## src/rtl/dft_pkg.sv

```systemverilog
`default_nettype none

package dft_pkg;

  localparam int DIGIT_COUNT = 64;
  localparam int POS_W       = (DIGIT_COUNT > 1) ? $clog2(DIGIT_COUNT) : 1;
  localparam int DIGIT_W     = 4;
  localparam int TERM_W      = 16;

  localparam logic [POS_W-1:0]   LAST_POS  = POS_W'(DIGIT_COUNT - 1);
  localparam logic [POS_W-1:0]   FIRST_POS = '0;
  localparam logic [DIGIT_W-1:0] RADIX     = DIGIT_W'(10);

  typedef logic [DIGIT_W-1:0] digit_t;
  typedef logic [POS_W-1:0]   pos_t;
  typedef logic [TERM_W-1:0]  term_t;

  typedef enum logic [4:0] {
    S_IDLE = 5'b00001,
    S_INIT = 5'b00010,
    S_ADD  = 5'b00100,
    S_RD   = 5'b01000,
    S_CHK  = 5'b10000
  } state_t;

endpackage

`default_nettype wire

```

## src/rtl/decimal_fibonacci_term.sv

```systemverilog
`default_nettype none

// channel  | ports                                      | direction
// in_      | in_valid, in_stall, in_term_index          | request in
// out_     | out_valid, out_stall, out_digit,           | request out
//          | out_last_digit, out_overflow               |
//
// One request: accept, seed the digit memories (all DIGIT_COUNT entries), then n-2
// passes of digit adds (none for n of 2 or less; one digit per cycle through the
// memory read/write loop), then scan the digits from the top and emit them, waiting on out_stall.
// rst_n is synchronous, active low; the memories are not cleared.
// The output register holds a digit while out_stall is high; the emit scan waits
// for it. A new request is taken once the last digit is loaded.
module decimal_fibonacci_term (
  input  wire                         clk,
  input  wire                         rst_n,
  input  wire                         in_valid,
  output logic                        in_stall,
  input  wire  [dft_pkg::TERM_W-1:0]  in_term_index,
  output logic                        out_valid,
  input  wire                         out_stall,
  output logic [dft_pkg::DIGIT_W-1:0] out_digit,
  output logic                        out_last_digit,
  output logic                        out_overflow
);

  dft_pkg::state_t state_r, state_nxt;

  dft_pkg::digit_t newer_mem [dft_pkg::DIGIT_COUNT];
  dft_pkg::digit_t older_mem [dft_pkg::DIGIT_COUNT];
  dft_pkg::digit_t rd_new_r, rd_old_r;

  dft_pkg::pos_t  ip_r, ip_nxt;
  dft_pkg::pos_t  wp_r, wp_nxt;
  dft_pkg::pos_t  p_r, p_nxt;
  dft_pkg::term_t passes_r, passes_nxt;
  logic           wv_r, wv_nxt;
  logic           seed_r, seed_nxt;
  logic           carry_r, carry_nxt;
  logic           lost_r, lost_nxt;
  logic           started_r, started_nxt;

  logic                out_valid_r;
  dft_pkg::digit_t     out_digit_r;
  logic                out_last_r;
  logic                out_ovf_r;

  logic            in_acc;
  logic            issue_en;
  logic            out_free;
  logic            load;
  logic            cin;
  logic [4:0]      sum_raw;
  logic            cout;
  dft_pkg::digit_t sum_d;
  dft_pkg::pos_t   rd_addr;
  dft_pkg::pos_t   wr_addr;
  logic            we;
  dft_pkg::digit_t wd_new, wd_old;

  assign in_stall = (state_r != dft_pkg::S_IDLE);
  assign in_acc   = in_valid && !in_stall;
  assign issue_en = (passes_r != '0);
  assign out_free = !out_valid_r || !out_stall;

  assign cin     = (wp_r == dft_pkg::FIRST_POS) ? 1'b0 : carry_r;
  assign sum_raw = {1'b0, rd_new_r} + {1'b0, rd_old_r} + {4'b0, cin};
  assign cout    = (sum_raw >= {1'b0, dft_pkg::RADIX});
  assign sum_d   = cout ? (sum_raw[3:0] - dft_pkg::RADIX) : sum_raw[3:0];

  assign rd_addr = (state_r == dft_pkg::S_ADD) ? ip_r : p_r;

  always_comb begin
    we      = 1'b0;
    wr_addr = wp_r;
    wd_new  = sum_d;
    wd_old  = rd_new_r;
    if (state_r == dft_pkg::S_INIT) begin
      we      = 1'b1;
      wr_addr = ip_r;
      wd_new  = (seed_r && ip_r == dft_pkg::FIRST_POS) ? dft_pkg::digit_t'(1) : '0;
      wd_old  = wd_new;
    end else if (state_r == dft_pkg::S_ADD && wv_r) begin
      we = 1'b1;
    end
  end

  always_ff @(posedge clk) begin
    if (we) begin
      newer_mem[wr_addr] <= wd_new;
      older_mem[wr_addr] <= wd_old;
    end
    rd_new_r <= newer_mem[rd_addr];
    rd_old_r <= older_mem[rd_addr];
  end

  always_comb begin
    state_nxt   = state_r;
    ip_nxt      = ip_r;
    wp_nxt      = wp_r;
    p_nxt       = p_r;
    passes_nxt  = passes_r;
    wv_nxt      = 1'b0;
    seed_nxt    = seed_r;
    carry_nxt   = carry_r;
    lost_nxt    = lost_r;
    started_nxt = started_r;
    load        = 1'b0;
    case (state_r)
      dft_pkg::S_IDLE: begin
        if (in_acc) begin
          seed_nxt    = (in_term_index != '0);
          passes_nxt  = (in_term_index > dft_pkg::term_t'(2)) ?
                        (in_term_index - dft_pkg::term_t'(2)) : '0;
          ip_nxt      = dft_pkg::FIRST_POS;
          carry_nxt   = 1'b0;
          lost_nxt    = 1'b0;
          started_nxt = 1'b0;
          state_nxt   = dft_pkg::S_INIT;
        end
      end
      dft_pkg::S_INIT: begin
        if (ip_r == dft_pkg::LAST_POS) begin
          ip_nxt    = dft_pkg::FIRST_POS;
          state_nxt = dft_pkg::S_ADD;
        end else begin
          ip_nxt = ip_r + dft_pkg::pos_t'(1);
        end
      end
      dft_pkg::S_ADD: begin
        if (wv_r) begin
          carry_nxt = cout;
          if (wp_r == dft_pkg::LAST_POS && cout) begin
            lost_nxt = 1'b1;
          end
        end
        if (issue_en) begin
          wv_nxt = 1'b1;
          wp_nxt = ip_r;
          if (ip_r == dft_pkg::LAST_POS) begin
            ip_nxt     = dft_pkg::FIRST_POS;
            passes_nxt = passes_r - dft_pkg::term_t'(1);
          end else begin
            ip_nxt = ip_r + dft_pkg::pos_t'(1);
          end
        end else if (!wv_r) begin
          p_nxt     = dft_pkg::LAST_POS;
          state_nxt = dft_pkg::S_RD;
        end
      end
      dft_pkg::S_RD: begin
        state_nxt = dft_pkg::S_CHK;
      end
      dft_pkg::S_CHK: begin
        if (!started_r && rd_new_r == '0 && p_r != dft_pkg::FIRST_POS) begin
          p_nxt     = p_r - dft_pkg::pos_t'(1);
          state_nxt = dft_pkg::S_RD;
        end else if (out_free) begin
          load        = 1'b1;
          started_nxt = 1'b1;
          if (p_r == dft_pkg::FIRST_POS) begin
            state_nxt = dft_pkg::S_IDLE;
          end else begin
            p_nxt     = p_r - dft_pkg::pos_t'(1);
            state_nxt = dft_pkg::S_RD;
          end
        end
      end
      default: begin
        state_nxt = dft_pkg::S_IDLE;
      end
    endcase
  end

  always_ff @(posedge clk) begin
    if (!rst_n) begin
      state_r     <= dft_pkg::S_IDLE;
      passes_r    <= '0;
      wv_r        <= 1'b0;
      carry_r     <= 1'b0;
      lost_r      <= 1'b0;
      started_r   <= 1'b0;
      out_valid_r <= 1'b0;
    end else begin
      state_r   <= state_nxt;
      passes_r  <= passes_nxt;
      wv_r      <= wv_nxt;
      carry_r   <= carry_nxt;
      lost_r    <= lost_nxt;
      started_r <= started_nxt;
      if (load) begin
        out_valid_r <= 1'b1;
      end else if (!out_stall) begin
        out_valid_r <= 1'b0;
      end
    end
  end

  always_ff @(posedge clk) begin
    ip_r   <= ip_nxt;
    wp_r   <= wp_nxt;
    p_r    <= p_nxt;
    seed_r <= seed_nxt;
    if (load) begin
      out_digit_r <= rd_new_r;
      out_last_r  <= (p_r == dft_pkg::FIRST_POS);
      out_ovf_r   <= lost_r;
    end
  end

  assign out_valid      = out_valid_r;
  assign out_digit      = out_digit_r;
  assign out_last_digit = out_last_r;
  assign out_overflow   = out_ovf_r;

  a_decimal_digit: assert property (@(posedge clk) disable iff (!rst_n)
    out_valid_r |-> (out_digit_r <= 4'd9))
    else $error("emitted digit is not decimal");

  a_no_rw_clash: assert property (@(posedge clk) disable iff (!rst_n)
    (state_r == dft_pkg::S_ADD) && wv_r && issue_en |-> (wp_r != ip_r))
    else $error("digit write and read hit the same entry");

  a_run_busy: assert property (@(posedge clk) disable iff (!rst_n)
    out_valid_r && !out_last_r |-> (state_r != dft_pkg::S_IDLE))
    else $error("block idle with an unfinished digit run");

  a_load_free: assert property (@(posedge clk) disable iff (!rst_n)
    load |-> out_free)
    else $error("output register overwritten while stalled");

endmodule

`default_nettype wire

```

## config.mk

```make
export PLATFORM = sky130hd
export DESIGN_NAME = decimal_fibonacci_term
export DESIGN_NICKNAME = d
export VERILOG_FILES = /design/src/rtl/dft_pkg.sv /design/src/rtl/decimal_fibonacci_term.sv
export SDC_FILE = /design/constraint.sdc
export NUM_CORES = 1
export LEC_CHECK = 0
export CAP_MARGIN = 20
export CORE_MARGIN = 2
export CORE_UTILIZATION = 64
export DETAILED_ROUTE_END_ITERATION = 10
export DONT_BUFFER_PORTS = 1
export HOLD_SLACK_MARGIN = 0.1
export PLACE_DENSITY = 0.82
export SETUP_SLACK_MARGIN = 0.3
export SYNTH_ARGS = -nofsm -noshare
export SYNTH_HDL_FRONTEND = slang
export SYNTH_SLANG_ARGS = --single-unit
```

## constraint.sdc

```tcl
create_clock -name clk -period 7 [get_ports clk]
set_input_delay 1.4 -clock clk [delete_from_list [all_inputs] [get_ports clk]]
set_output_delay 1.4 -clock clk [all_outputs]
set_load 0.01 [all_outputs]
```

; ---- After elaboration in Yosys (flattened, before gate mapping)
; Memory sizes are Yosys's and may differ from the RTL's. A register that Yosys moved wholly into a read port is not among the register bits.
; Cells that the tools add are included.
; Widths: inputs -> output; s select.
[op_classes]
add_sub_neg = 7
magnitude_cmp = 2
n_eq_ne = 21
n_mux = 49
reduce_logical = 32
[op_table]
columns = cell, count
row1 = $mux 16, 4
row2 = $mux 6, 10
row3 = $pmux 16 s2, 1
row4 = $reduce_bool 16->1, 2
row5 = $mux 5, 6
row6 = $pmux 5 s5, 1
row7 = $logic_not 6->1, 3
row8 = $mux 1, 18
row9 = $pmux 6 s3, 1
row10 = $gt 16x2->1 const B, 1
row11 = $mux 4, 4
row12 = $sub 16x1->16 const B, 1
row13 = $sub 16x2->16 const B, 1
row14 = $ne 2x2->1 const B, 7
row15 = $eq 6x6->1 const B, 2
row16 = $pmux 6 s2, 1
row17 = $reduce_and 4->1, 3
row18 = $reduce_and 5->1, 2
row19 = $ne 2x1->1 const B, 4
row20 = $add 6x1->6 const B, 1
row21 = $logic_and 1x1->1, 6
row22 = $ne 3x3->1 const B, 2
row23 = $pmux 1 s2, 3
row24 = $reduce_and 2->1, 3
row25 = 18 further kinds, 24
[totals]
reg_bits = 51
ramBits = 512
in_bits = 20
output_inout_bits = 8
word_cells = 127
mem_count = 2
[mem_list]
columns = name, depth, word_bits, rd, rd_clocked_by_memory_dff, write_ports, line_no
row1 = newer_mem, 64, 4, 1, 1, 1, decimal_fibonacci_term.sv:29  ; dft_pkg::digit_t newer_mem [dft_pkg::DIGIT_COUNT];
row2 = older_mem, 64, 4, 1, 1, 1, decimal_fibonacci_term.sv:30  ; dft_pkg::digit_t older_mem [dft_pkg::DIGIT_COUNT];

; ---- Depth between registers and ports, before layout
; Gate-level depths: netlist of the first run.
[depth]
word_depth = 8
mapped_depth = 12

; ---- Worst setup path after synthesis of the first run
; Ideal clock, no wire load.
[synth_timing]
path_kind = flip-flop to flip-flop
start = register wp_r[3]
end = memory newer_mem[0][2] in the netlist's numbering (data pin)
arrival_ps = 5001
required_time_ps = 6280
setup_slack_ps = 1279
stages_incl_launch_ff = 12
n_path_buf = 0
period_less_slack_ps = 5721
cell_sequence = edfxtp_1 > nor4_1 > a21boi_0 > fa_1 > inv_1 > fa_1 > xor2_1 > ha_1 > nand2_1 > a21oi_1 > nor2b_1 > a211oi_1
[synth_between]
elab_chain_cells = 6
[synth_rtl]
columns = item, line_no
row1 = "start, declared", decimal_fibonacci_term.sv:34  ; dft_pkg::pos_t wp_r, wp_nxt;
row2 = "start signal, assigned", decimal_fibonacci_term.sv:201  ; wp_r <= wp_nxt;
row3 = $logic_not 6->1 (*), decimal_fibonacci_term.sv:66  ; assign cin = (wp_r == dft_pkg::FIRST_POS) ? 1'b0 : carry_r;
row4 = $mux 1 (*), decimal_fibonacci_term.sv:66
row5 = $add 5x1->5 (*), decimal_fibonacci_term.sv:67  ; assign sum_raw = {1'b0, rd_new_r} + {1'b0, rd_old_r} + {4'b0, cin};
row6 = $sub 4x4->4 / $ge 5x4->1 (equally long branches), "decimal_fibonacci_term.sv:69, decimal_fibonacci_term.sv:68"
row7 = $mux 4 (*), decimal_fibonacci_term.sv:69  ; assign sum_d = cout ? (sum_raw[3:0] - dft_pkg::RADIX) : sum_raw[3:0];
row8 = $mux 4 (*), decimal_fibonacci_term.sv:78  ; if (state_r == dft_pkg::S_INIT) begin
row9 = named net wd_new[2], decimal_fibonacci_term.sv:59  ; dft_pkg::digit_t wd_new, wd_old;
row10 = "end, declared", decimal_fibonacci_term.sv:29
; The timed path passes the listed nets; every way through them passes the cells marked *.

; ---- Final worst setup path of the first run
[layout_timing]
start = register state_r[4]
end = register rd_old_r[2] (read register of older_mem)
[layout_between]
elab_chain_cells = 2
[layout_rtl]
columns = item, line_no
row1 = "start, declared", decimal_fibonacci_term.sv:27  ; dft_pkg::state_t state_r, state_nxt;
row2 = "start signal, assigned", decimal_fibonacci_term.sv:177  ; state_r <= dft_pkg::S_IDLE;
row3 = "start signal, assigned", decimal_fibonacci_term.sv:185  ; state_r <= state_nxt;
row4 = $eq 5x3->1, decimal_fibonacci_term.sv:71  ; assign rd_addr = (state_r == dft_pkg::S_ADD) ? ip_r : p_r;
row5 = $mux 6, decimal_fibonacci_term.sv:71
row6 = "end, declared", decimal_fibonacci_term.sv:31  ; dft_pkg::digit_t rd_new_r, rd_old_r;
; Every way passes these cells.
; A chain may end at the register's enable or synchronous reset.

==> results of run 1 <==
[flip-flops by register name, summed over array words and instances (netlist names), 4 cells and up]
| register | cells |
|---|---|
| ip_r | 6 |
| newer_mem | 256 |
| older_mem | 256 |
| out_digit | 4 |
| p_r | 6 |
| passes_r | 16 |
| rd_new_r | 4 |
| rd_old_r | 4 |
| state_r | 5 |
| wp_r | 6 |
[layer usage]
layer	GRT usage, %	vias up
met3	7.33	190
met4	13.1	0
met1	51.5	9130
met5	0	-
met2	54.1	1516
li1	-	7968
[final cells by class]
cell class / instances / area (sq um)
clock buffers: 77 / 1580
clock inverters: 31 / 248
fillers: 2667 / 11700
inverters: 23 / 86.3
multi-input cells: 1311 / 8190
flip-flops and latches: 571 / 16800
well taps: 525 / 657
repair buffers: 46 / 380
[path summary, 6_finish.rpt]
check                                    end  slack (ns)  cells past startpoint
worst max-delay path             rd_old_r[2]        2.54                      8
worst min-delay path            out_overflow        0.44                      0
worst max register to register   rd_old_r[2]        2.54                      8
worst min register to register  out_overflow        0.44                      0
[metrics by stage]
step           hold WS (ns)  area [sq um]  util [%]  power [W]
3_3_place_gp          0.421         26100      65.7    0.00423
3_5_place_dp          0.424         26100      65.8    0.00425
2_1_floorplan         0.409         25600         -    0.00412
6_report              0.442         28000      70.5    0.00721
4_1_cts               0.440         27900      70.4    0.00719
5_1_grt               0.457         28000      70.5    0.00737
[cell families (layout without fill, tap and decap cells)]
logic type | after synthesis | after routing | share of synthesized area (%)
adder cells (fa/ha/maj) | 12 | 12 | 0.645
flip-flops | 571 | 571 | 65.6
AND/OR/NAND/NOR | 713 | 713 | 14.0
XOR/XNOR | 24 | 24 | 0.821
AO/OA/AOI/OAI | 548 | 548 | 15.5
multiplexers | 14 | 14 | 0.547
buffers and inverters | 186 | 177 | 2.95
[layout by cell type (no fill, tap or decap), types with 33 or more instances in the layout]
master / instances
edfxtp_1: 537
nand2_1: 237
nor2_1: 130
a211oi_1: 89
o21ai_0: 81
and3_1: 65
clkbuf_16: 59
o22ai_1: 51
nor3_1: 49
a22oi_1: 44
nand3_1: 43
buf_4: 43
a21boi_0: 42
nand2b_1: 38
or3_1: 38
a32oi_1: 38
a21oi_1: 36
and4_1: 35
o221ai_1: 34
dfxtp_1: 33
[power by group through the flow]
stage / combinational, W / sequential (W) / clock [W]
after floorplan: 0.000237 / 0.00388 / 0
after CTS: 0.000349 / 0.00383 / 0.00301
after global routing: 0.000390 / 0.00383 / 0.00314
after global placement: 0.000334 / 0.00390 / 0
after detailed placement: 0.000348 / 0.00390 / 0
final: 0.000362 / 0.00383 / 0.00302
[critical path, delay by kind of cell, from the launching register on]
kind | cells | cell delay (ns)
flops | 1 | 0.40
simple gates | 3 | 1.67
buf+inv | 1 | 0.24
compound gates | 4 | 2.06
==> results.cfg, run 1 <==
[clock_tree]
cts_root_buf = clkbuf_16
clock_sinks = 571
ctsResizeCount = 0
cts_tree = built
post_cts_buffers = 0
cts_made_buffers = 57
cts.clk_slew.worst_paths_ns = 0.07
cts_buffer_depth = 3
ctsHoldBuffers = 0
htreeDepth = 2
insertion_delay_ns = 0.64

[global_route]
antenna_found_initial = 0
grt_pass1_vias = 17500
grt_use_total_pct = 35.6
grt_pass1_wl_microns = 110000
grt_max_degree = 77
grt.overflow.total = 0

[run]
max_cap_viol_count = 0

[floorplanning]
die_y_microns = 204
start_util_pct = 64.6
dieArea_sq_um = 41600
num_io_pins = 28
die_w_microns = 204
coreArea_sq_um = 39600
std_cell_rows = 73

[setup_path]
path_class = reg2reg
worst_ep_required_time_ns = 7.56
timing.critical_path.from = state_r[4]
r2r-start = state_r[4]
critical_path.cell_chain = or4b_1, buf_4, o211ai_1, and2_2, a211oi_1, a2111oi_0, a22oi_1, nand4b_1
cp_slowest_stage_delay_ns = 0.96
cpMaxStageDelayCell = a2111oi_0
crit_fanout = 41
endpoint_kind = flip-flop
cp_data_arrival_time_ns = 5.02
critPathLaunchType = flip-flop

[logic_synthesis]
synth_cell_types = 68
ys_dominant_reg_cell = edfxtp_1
ys_seq_area_share_pct = 65.6
syn_area_sq_um = 25600
netlist_instances = 2068
yosys-top-cells-count = edfxtp_1 (537), nand2_1 (239), clkbuf_1 (139)
yosysTopAreaCell = edfxtp_1
synth_edf_count = 537
ys_warn_count = 0
synthArstFlopShare_pct = 0
avgSynthCellArea_sq_um = 12.4
synth_fp_nets = 2100
synthMostInstantiatedCell = edfxtp_1
ys_seq_elements = 571
synth_area_leaders = edfxtp_1 (63%), nand2_1 (3.5%), a211oi_1 (2.7%), dfxtp_1 (2.7%), clkbuf_1 (2.0%)
yosys.area.top_type_share_pct = 63.0

[detailed_routing]
wl_met1_microns = 27900
drt_first_iter_violations = 3178
wl_per_cell_microns = 28.5
vias_per_cell = 7.28
wl_met2_microns = 33800
highest_layer = met4
drc_errors = 0
drtPass1Iterations = 6
vias = 18800
postRouteWirelength_microns = 73700
met3_length_microns = 9370
drtAntennaViolNets = 0

[placed_design]
detailedPlace.worstSlack_ns = 2.61
io_buffer_count = 0
dp_hpwl_microns = 44900
placed_cells = 2473
globalplace.congestion = 0.960

[sta]
finalSetupViolCount = 0
period_needed_ns = 4.46
finalHoldViolations = 0
final.setup.worst_slack_ns = 2.54
max_freq_ghz = 0.224
rsz0062_at_grt = no
post-route-period-util_pct = 63.8
skew_ns = 0.0236
tns_ns = 0
worstMarginPinSlew_ns = 1.21
relSlewSlack_pct = 18.5
slew_violations = 0

[power]
p_sw_w = 0.00166
power.internal_w = 0.00555
seq_power_share_pct = 53.1
peakVddDrop_v = 0.000289
power_density_nw_per_um2 = 258
comb_power_share_pct = 5.0
p_clk_share_pct = 41.8
leakage_nw = 8.99
sw_frac_of_total_pct = 23.0

[hold_path]
worst_hold_path_type = reg2reg
min_from = lost_r

[layout]
diodes = 0
layoutNonFillerInstCount = 2584
area_growth_pct = 9.14
drive_gt1_share_pct = 9.32
nNetsFinal = 2042

[status]
status = completed
(Power assumes the default switching activity.)
==> run 2, diff against run 1 <==
--- a/config.mk
+++ b/config.mk
@@ -7,11 +7,11 @@
 export LEC_CHECK = 0
 export CAP_MARGIN = 20
 export CORE_MARGIN = 2
-export CORE_UTILIZATION = 64
+export CORE_UTILIZATION = 58
 export DETAILED_ROUTE_END_ITERATION = 10
 export DONT_BUFFER_PORTS = 1
 export HOLD_SLACK_MARGIN = 0.1
-export PLACE_DENSITY = 0.82
+export PLACE_DENSITY = 0.78
 export SETUP_SLACK_MARGIN = 0.3
 export SYNTH_ARGS = -nofsm -noshare
 export SYNTH_HDL_FRONTEND = slang
==> constraint.sdc (replaced) <==
create_clock -name clk -period 3.7 [get_ports clk]
set_input_delay 0.74 -clock clk [delete_from_list [all_inputs] [get_ports clk]]
set_output_delay 0.74 -clock clk [all_outputs]
set_load 0.01 [all_outputs]
==> run 2 against run 1 <==
Clock skew grew 0.0015 ns. Sequential share of layout area shrank 2.3 points. Power grew 90%. Routed wire length shrank 1.5%. Non-clock buffer count grew 88. Critical path depth shrank 1. Cell area grew 3.9%. Largest power group unchanged. Via count is essentially flat. Critical endpoint is now rd_old_r[3]. Sequential power grew 89%.
==> results.cfg, run 2 (synthesized netlist as in run 1, its figures left out) <==
[setup_path]
worst_ep_required_time_ns = 4.27
path_class = reg2reg
endpoint_kind = flip-flop
critPathLaunchType = flip-flop
reg2regPathDepth = 7
crit_fanout = 30
cp_data_arrival_time_ns = 4.02

[sta]
tns_ns = 0
skew_ns = 0.0252
relSlewSlack_pct = 34.5
final.setup.worst_slack_ns = 0.243
slew_violations = 0
finalHoldViolations = 0
max_freq_ghz = 0.289
finalSetupViolCount = 0
post-route-period-util_pct = 93.4
worstMarginPinSlew_ns = 0.983
period_needed_ns = 3.46
rsz0062_at_grt = yes

[floorplanning]
start_util_pct = 59.1
die_y_microns = 214
num_io_pins = 28
dieArea_sq_um = 45900
std_cell_rows = 76
die_w_microns = 214
coreArea_sq_um = 43400

[detailed_routing]
highest_layer = met4
drc_errors = 0
met3_length_microns = 8690
wl_met1_microns = 28300
postRouteWirelength_microns = 72600
wl_met2_microns = 32800
wl_per_cell_microns = 26.6
drt_first_iter_violations = 3020
drtAntennaViolNets = 0
vias = 18800
vias_per_cell = 6.89
drtPass1Iterations = 7

[clock_tree]
cts.clk_slew.worst_paths_ns = 0.06
ctsHoldBuffers = 0
cts_buffer_depth = 3
cts_root_buf = clkbuf_16
insertion_delay_ns = 0.64
cts_made_buffers = 57
htreeDepth = 2
clock_sinks = 571
cts_tree = built

[placed_design]
placed_area_sq_um = 27000
dp_hpwl_microns = 45800
detailedPlace.worstSlack_ns = 0.0382
globalplace.congestion = 0.968
io_buffer_count = 0

[layout]
finish.utilization_pct = 67.0
area_growth_pct = 13.4
drive_gt1_share_pct = 14.5
final_cell_mix = edfxtp_1 (537), nand2_1 (232), buf_4 (114)
reg_top3 = newer_mem x256, older_mem x256, passes_r x16
fin_area_sq_um = 29000
nNetsFinal = 2131
layout_commonest_cell = edfxtp_1

[global_route]
grt_use_total_pct = 30.9
grt_pass1_wl_microns = 108000
grt_pass1_vias = 17600
grt_max_degree = 77
antenna_found_initial = 1
grt.overflow.total = 0

[power]
peakVddDrop_v = 0.000372
leakage_nw = 9.52
power_density_nw_per_um2 = 471
total_power_w = 0.0137

[hold_path]
worst_hold_path_type = in2reg
holdPathStages = 1

[run]
max_cap_viol_count = 0

[status]
status = completed
==> run 2: routing by layer <==
metal / up-vias / global-route usage (%)
met5: - / 0
met4: 0 / 12.5
met2: 1258 / 47.1
met3: 163 / 5.72
li1: 8154 / -
met1: 9212 / 44.4
==> run 2: timing repair <==
item	in CTS	in global routing
pin swaps	1	2
gates resized for setup	13	35
gates cloned	1	0
setup endpoints to repair	106	329
buffers inserted	3	1
==> run 2: per-stage QoR <==
step | hold slack [ns] | instances
2_1_floorplan | 0.409 | 2068
3_5_place_dp | 0.421 | 2620
3_3_place_gp | 0.419 | 2620
6_report | 0.236 | 2726
5_1_grt | 0.222 | 2724
4_1_cts | 0.211 | 2723
==> run 2: path summary, 6_finish.rpt <==
kind	start	end	slack, ns
max	state_r[4]	rd_old_r[3]	0.24
max reg2reg	state_r[4]	rd_old_r[3]	0.24
min reg2reg	lost_r	out_overflow	0.45
min	rst_n	state_r[0]	0.24
==> run 2: area by class of cell <==
| class | instances | area, sq um |
|---|---|---|
| clock inverter | 31 | 319 |
| inverter | 23 | 86.3 |
| antenna | 2 | 5.00 |
| fill | 3070 | 14300 |
| timing repair buffer | 134 | 1220 |
| sequential | 571 | 16800 |
| clock buffer | 68 | 1490 |
| multi-input combinational | 1312 | 8390 |
| tap | 585 | 732 |
==> run 2: power by group <==
| part | total, W | internal [W] | switching, W |
|---|---|---|---|
| clock | 0.00567 | 0.00327 | 0.00240 |
| combinational | 0.000765 | 0.000213 | 0.000552 |
| sequential | 0.00724 | 0.00717 | 0.0000670 |
==> run 2: critical path, cell delays in order (launching register included) <==
cell and delay, ns:
dfxtp_1 0.42, or4b_4 0.62, buf_12 0.19, or4_1 0.50
o31ai_2 0.22, o221ai_1 0.50, o32ai_1 0.72, nand4b_1 0.19
